### config.mk
export PLATFORM = sky130hd
export DESIGN_NAME = fcb_front
export DESIGN_NICKNAME = d
export VERILOG_FILES = /design/src/design/fcb_pkg.sv /design/src/design/fcb_front.sv
export SDC_FILE = /design/constraint.sdc
export NUM_CORES = 1
export LEC_CHECK = 0
export ABC_AREA = 1
export BUFFER_PORTS_ARGS = -buffer_cell sky130_fd_sc_hd__buf_2
export CAP_MARGIN = 10
export CORE_UTILIZATION = 48
export CTS_BUF_LIST = sky130_fd_sc_hd__clkbuf_2
export CTS_CLUSTER_DIAMETER = 200
export DETAILED_ROUTE_END_ITERATION = 10
export PLACE_DENSITY = 0.81
export SLEW_MARGIN = 5
export SYNTH_ARGS = -nofsm -noshare
export SYNTH_HDL_FRONTEND = slang
export SYNTH_SLANG_ARGS = --single-unit
export TNS_END_PERCENT = 5
### constraint.sdc
create_clock -name clk -period 3.4 [get_ports clk]
set_input_delay 0.51 -clock clk [delete_from_list [all_inputs] [get_ports clk]]
set_output_delay 0.51 -clock clk [all_outputs]
set_load 0.03 [all_outputs]
### src/design/fcb_pkg.sv
// Shared types and constants for the four-round Feistel block cipher.
// Used by the front end, the round engine and the top level.
package fcb_pkg;

	localparam int WORD_W      = 32;
	localparam int QUEUE_DEPTH = 2;
	localparam int TABLE_DEPTH = 1042;
	localparam int NUM_SUBKEYS = 6;
	localparam int SBOX_BASE   = 'h12;
	localparam int SBOX_DEPTH  = 256;
	localparam int NUM_SBOXES  = 4;
	localparam int SBOX_IDX_W  = $clog2(SBOX_DEPTH);
	localparam int TAB_ADDR_W  = $clog2(SBOX_DEPTH * NUM_SBOXES);
	localparam int SUBKEY_W    = $clog2(NUM_SUBKEYS);

	// Command codes on the input channel
	localparam logic [1:0] CMD_LOAD = 2'd0;
	localparam logic [1:0] CMD_ENC  = 2'd1;
	localparam logic [1:0] CMD_DEC  = 2'd2;

	// Classified operation carried from front end to round engine
	typedef enum logic [1:0] {
		OP_LOAD_SUB  = 2'd0,
		OP_LOAD_SBOX = 2'd1,
		OP_ENC       = 2'd2,
		OP_DEC       = 2'd3
	} op_t;

	typedef struct packed {
		op_t                     op;
		logic [TAB_ADDR_W-1:0]   addr;  // subkey slot or S-box word position
		logic [WORD_W-1:0]       w0;    // first block word, or table word on a load
		logic [WORD_W-1:0]       w1;
		logic                    last;
	} item_t;

endpackage

### src/design/fcb_front.sv
// Front end: accepts commands, classifies them and holds them in a short queue.
// Depends on fcb_pkg.
module fcb_front #(
	parameter int QUEUE_DEPTH = fcb_pkg::QUEUE_DEPTH
) (
	input  logic                        clk,
	input  logic                        arst_n,
	input  logic                        start,
	output logic                        busy,
	input  logic [1:0]                  command,
	input  logic [10:0]                 key_index,
	input  logic [fcb_pkg::WORD_W-1:0]  key_word,
	input  logic [fcb_pkg::WORD_W-1:0]  first_word,
	input  logic [fcb_pkg::WORD_W-1:0]  second_word,
	input  logic                        last_block,
	output fcb_pkg::item_t              head,
	output logic                        head_valid,
	input  logic                        pop
);
	import fcb_pkg::*;

	localparam int PTR_W = (QUEUE_DEPTH > 1) ? $clog2(QUEUE_DEPTH) : 1;
	localparam int CNT_W = $clog2(QUEUE_DEPTH + 1);

	item_t             item;
	logic              keep;
	logic [10:0]       sbox_off;
	logic              push;
	item_t             entries_q [QUEUE_DEPTH];
	logic [PTR_W-1:0]  wr_ptr_q;
	logic [PTR_W-1:0]  rd_ptr_q;
	logic [CNT_W-1:0]  count_q;

	assign sbox_off = key_index - 11'(SBOX_BASE);

	// Classify the command; drop loads to unused or absent words and the spare code
	always_comb begin
		keep      = 1'b0;
		item.op   = OP_ENC;
		item.addr = sbox_off[TAB_ADDR_W-1:0];
		item.w0   = first_word;
		item.w1   = second_word;
		item.last = last_block;
		unique case (command)
			CMD_LOAD: begin
				item.w0 = key_word;
				if (key_index < 11'(NUM_SUBKEYS)) begin
					keep      = 1'b1;
					item.op   = OP_LOAD_SUB;
					item.addr = key_index[TAB_ADDR_W-1:0];
				end else if (key_index >= 11'(SBOX_BASE) && key_index < 11'(TABLE_DEPTH)) begin
					keep    = 1'b1;
					item.op = OP_LOAD_SBOX;
				end
			end
			CMD_ENC: begin
				keep    = 1'b1;
				item.op = OP_ENC;
			end
			CMD_DEC: begin
				keep    = 1'b1;
				item.op = OP_DEC;
			end
			default: begin
				keep = 1'b0;
			end
		endcase
	end

	assign busy       = (count_q == CNT_W'(QUEUE_DEPTH));
	assign push       = start && !busy && keep;
	assign head_valid = (count_q != '0);
	assign head       = entries_q[rd_ptr_q];

	// Queue control: advance pointers and fill count on each transfer
	always_ff @(posedge clk or negedge arst_n) begin
		if (!arst_n) begin
			wr_ptr_q <= '0;
			rd_ptr_q <= '0;
			count_q  <= '0;
		end else begin
			if (push) begin
				wr_ptr_q <= (wr_ptr_q == PTR_W'(QUEUE_DEPTH - 1)) ? '0 : wr_ptr_q + 1'b1;
			end
			if (pop) begin
				rd_ptr_q <= (rd_ptr_q == PTR_W'(QUEUE_DEPTH - 1)) ? '0 : rd_ptr_q + 1'b1;
			end
			case ({push, pop})
				2'b10:   count_q <= count_q + 1'b1;
				2'b01:   count_q <= count_q - 1'b1;
				default: count_q <= count_q;
			endcase
		end
	end

	// Queue payload
	always_ff @(posedge clk) begin
		if (push) begin
			entries_q[wr_ptr_q] <= item;
		end
	end

endmodule

; ---- After elaboration in Yosys (flattened, before gate mapping)
; Memory sizes are Yosys's and may differ from the RTL's.
; Index checks and enable logic that the tools add are counted.
[word_totals]
ff_bits = 4
ram_bits = 154
out_inout_bits = 79
elab_cells = 38
mem_count = 1
[memory_table]
columns = name, depth, width, rd, rd_ports_with_merged_regs, write_ports, line_no
row1 = entries_q, 2, 77, 1, 0, 1, fcb_front.sv:29  ; item_t entries_q [QUEUE_DEPTH];
[classes]
eq_ne = 5
muxes = 13
order_cmp = 3
n_reduce_logical = 8
n_addsub = 5
[ops]
columns = op, n
row1 = two-way mux 42 bit, 1
row2 = greater-or-equal comparator 11 x 5 -> 1 bit (second input constant), 1
row3 = less-than comparator 11 bit (second input constant), 1
row4 = less-than comparator 11 x 3 -> 1 bit (second input constant), 1
row5 = two-way mux 10 bit, 1
row6 = subtractor 10 x 5 -> 10 bit (second input constant), 1
row7 = case mux 2 bit (2 select lines), 2
row8 = == test 2 bit (second input constant), 3
row9 = two-way mux 1 bit, 6
row10 = == test 2 x 1 -> 1 bit (second input constant), 2
row11 = two-way mux 2 bit, 2
row12 = nonzero test 2 bit, 2
row13 = logical AND 1 bit, 3
row14 = adder 1 bit (second input constant), 2
row15 = adder 2 x 1 -> 2 bit (second input constant), 1
row16 = logical NOT 2 bit, 1
row17 = case mux 1 bit (2 select lines), 1
row18 = OR reduction 2 bit, 1
row19 = subtractor 2 x 1 -> 2 bit (second input constant), 1
row20 = logical NOT 1 bit, 1

; ---- Logic depth before layout (Yosys ltp)
[depth]
word_depth = 8
ltp_mapped = 14
ltp_nobuf = 14

; ---- Worst setup path before layout
; OpenSTA, ideal clock, no wires.
[synth_timing]
kind = input -> register
from = input key_index[2]
to = memory entries_q[1][0] in the netlist's numbering, enable pin
arrival_ns = 3.299
required_time_ns = 2.949
stages = 10
setup_ns = 0.451
path_slack_ns = -0.350
path_cell_list = inv_1 ha_1 nand2_4 nand2_4 nand3_2 nand2_1 nand3_2 nand3_2 nand2_4 nor2_2
[synth_via]
elab_chain_cells = 8
word_cells_on_any_way = 10
[synth_rtl]
columns = item, line_no
row1 = from (decl), fcb_front.sv:11  ; input logic [10:0] key_index,
row2 = greater-or-equal comparator 11 x 5 -> 1 bit / less-than comparator 11 bit (equally long branches), fcb_front.sv:51  ; end else if (key_index >= 11'(SBOX_BASE) && key_index < 11'(TABLE_DEPTH)) begin
row3 = logical AND 1 bit, fcb_front.sv:51
row4 = two-way mux 1 bit, fcb_front.sv:51
row5 = two-way mux 1 bit (*), fcb_front.sv:47  ; if (key_index < 11'(NUM_SUBKEYS)) begin
row6 = case mux 1 bit (2 select lines) (*), fcb_front.sv:44  ; unique case (command)
row7 = logical AND 1 bit (*), fcb_front.sv:71  ; assign push = start && !busy && keep;
row8 = two-way mux 1 bit (*), fcb_front.sv:98  ; if (push) begin
row9 = two-way mux 1 bit (not written as such) (*), fcb_front.sv:99  ; entries_q[wr_ptr_q] <= item;
row10 = to (decl), fcb_front.sv:29
; Mark *: on every way between the ends. The rest lies on a longest branch, timed or not.

==> flow_summary.toml <==
[outcome]
status = "completed"

[critical_path]
max_stage_delay_ps = 770
crit_slowest_cell = "dfrtp_4"
reg2reg_from = "count_q[1]"
end_kind = "primary output"
crit_type = "register to primary output"
r2r_setup_slack_ps = 1440
startpoint_type = "register"
critical-path-top-delay-family = "flip-flops"
crit_fanout = 46
required_ps = 2890
crit_cells = 3
r2r_cells = 6
crit_chain = "buf_12 -> mux2_2 -> buf_2"
rr_endpoint = "entries_q[0][20]"
critPathArrivalTime_ps = 2390
critPathBufInv = 2

[grt]
antenna_found_initial = 1
grt_max_degree = 74
grt_pass1_vias = 4290
grt_pass1_wl_um = 20000
grt.total_usage_pct = 19.0
grt_overflow = 0

[place]
hpwl_um = 8870
gp_congestion = 0.858
dp_slack_ps = 560
numPortBuffers = 192

[die]
row_count = 42
die_h_um = 119
dieArea_mm2 = 0.0142
core_area_mm2 = 0.0133
fp.dieW_um = 119
ios = 193
start_util_pct = 49.5

[synthesis]
avgSynthCellArea_um2 = 15.2
yosysTopAreaCell = "edfxtp_1"
netlist.area_leader.share_pct = 70.3
synth_area_mm2 = 0.00658
synthSimpleGateAreaFrac_pct = 10.2
ys_warn_count = 0
ys_types = 28
ys_ff_latch = 158
synth_area_leaders = "edfxtp_1 (70%), mux2_2 (13%), nand2_1 (6.4%)"
syn-num-nets = 553
async_flop_share_pct = 2.53
synthMuxAreaShare_pct = 13.2
ys_seq_area_share_pct = 71.8
synth_compound_area_share_pct = 0.666
ys.flop_type = "edfxtp_1"
synth_top_family_by_area = "multiplexers"
synth_fa_ha_area_share_pct = 1.33
synth_cells = 432
synth_edf_count = 154
synth-xor-area-share_pct = 0.666

[timing]
min_period_ps = 2900
layout_setup_ws_ps = 499
hold_viol = 0
setup_viol = 0
setup_tns_ps = 0
tightestPinTransition_ps = 1020
drv_slew = 0
fmax_ghz = 0.345
skew_ps = 22.4
rsz0062_at_grt = "false"
slew_headroom_pct = 31.7
finalCritPeriodShare_pct = 85.3

[cells_and_area]
diodes = 0
final_common_cell = "buf_2"
final_cell_mix = "buf_2 (192), edfxtp_1 (154), nand2_1 (112), mux2_2 (77), dlygate4sd3_1 (42)"
post-route-util_pct = 63.6
layout-drive-gt1-share_pct = 48.0
fin_nets = 796
areaGrowthSynthToFinish_pct = 28.6

[clock_tree]
ctsResizeCount = 0
clockBufferDepth = 2
cts_buffers = 17
insertion_delay_ps = 690
clockRootBuffer = "clkbuf_2"
h-tree-depth = 4
cts_tree = "built"
cts.clk_slew.worst_paths_ps = 190
clock-sinks = 158

[worst_hold_path]
worstHoldPathType = "primary input to register"
whs_endpoint = "entries_q[0][60]"
min_from = "first_word[27]"
hold_depth = 3

[drt]
antenna_left = 0
drc = 0
via_per_inst = 4.95
wire_per_inst_um = 15.4
wl_um = 13300
drt_iter0_markers = 211
num_vias = 4275
first_pass_iters = 4

[power_and_ir_drop]
ir_drop_mv = 0.495
powerDensity_mw_per_mm2 = 671
p_leak_nw = 3.46

[job]
maxCapViolations = 0
-- flip-flops by register name (all words and copies together), names as in the netlist --
signal     flops
entries_q    154
rd_ptr_q       1
wr_ptr_q       1
count_q        2
-- worst register-to-register path, stage by stage, from the launching register on --
cell	delay [ps]
dfrtp_1	410
inv_1	90
nor2_1	80
nor3b_4	270
nand3_2	140
clkinv_2	360
buf_4	340
-- metrics by stage --
| step | total power [W] | hold WS (ps) | std cells | cell area, µm² |
|---|---|---|---|---|
| 5_1_grt | 0.00592 | -1.51 | 864 | 8460 |
| 4_1_cts | 0.00572 | 9.91 | 858 | 8400 |
| 3_5_place_dp | 0.00461 | 331 | 790 | 7770 |
| 2_1_floorplan | 0.00405 | 214 | 432 | 6590 |
| 6_report | 0.00568 | 105 | 864 | 8460 |
| 3_3_place_gp | 0.00458 | 327 | 790 | 7770 |
-- worst max-delay path by stage --
stage	startpoint	to	slack (ps)
after CTS	rd_ptr_q	head[22]	420
after global placement	command[0]	entries_q[0][21]	660
after global routing	rd_ptr_q	head[8]	320
after detailed placement	command[0]	entries_q[0][18]	560
after floorplan	key_index[2]	entries_q[0][0]	120
final	rd_ptr_q	head[48]	500
-- routing by layer --
| layer | routed length (µm) | part of all wire [%] | GRT usage [%] | vias to the layer above |
|---|---|---|---|---|
| met5 | 8 | 0.060 | 0 | - |
| met4 | 235 | 1.8 | 7.99 | 2 |
| met3 | 1030 | 7.8 | 6.80 | 21 |
| met2 | 6840 | 52 | 32.9 | 174 |
| met1 | 5150 | 39 | 21.1 | 2042 |
| li1 | - | - | - | 2036 |
-- cell usage after synthesis, types with 2 or more instances --
cell type and count:
a21oi_1 5, buf_2 7, buf_4 3, clkbuf_1 6, dfrtp_1 4, edfxtp_1 154
ha_1 7, inv_1 13, inv_2 3, mux2_2 77, nand2_1 112, nand2_2 3
nand2_4 3, nand3_1 3, nand3_2 6, nor2_1 7, nor2_2 3, o21ai_0 2
or2_2 2, xor2_1 4
-- where the power goes --
part / internal (W) / switching, W
sequential: 0.00241 / 0.000136
clock: 0.000480 / 0.000600
combinational: 0.000771 / 0.00128
total: 0.00366 / 0.00202
-- cell type report --
cell class	instances	area, µm²
Clock buffer	19	95.1
Tap cell	176	220
Multi-Input combinational cell	242	1720
Inverter	16	61.3
Sequential cell	158	4730
Timing Repair Buffer	240	1460
Clock inverter	13	170
Fill cell	965	4840
-- logic make-up (layout without fill, tap and decap cells) --
group | after synthesis | count (layout)
AO/OA/AOI/OAI | 8 | 8
XOR/XNOR | 5 | 5
adder cells (fa/ha/maj) | 7 | 7
buffers and inverters | 32 | 288
flip-flops | 158 | 158
multiplexers | 77 | 77
AND/OR/NAND/NOR | 145 | 145
-- what timing repair did --
item,CTS,global route
endpoints found under the hold margin,73,6
buffers inserted,0,0
hold buffers,36,6
No activity file was read; power rests on OpenSTA's default activity.
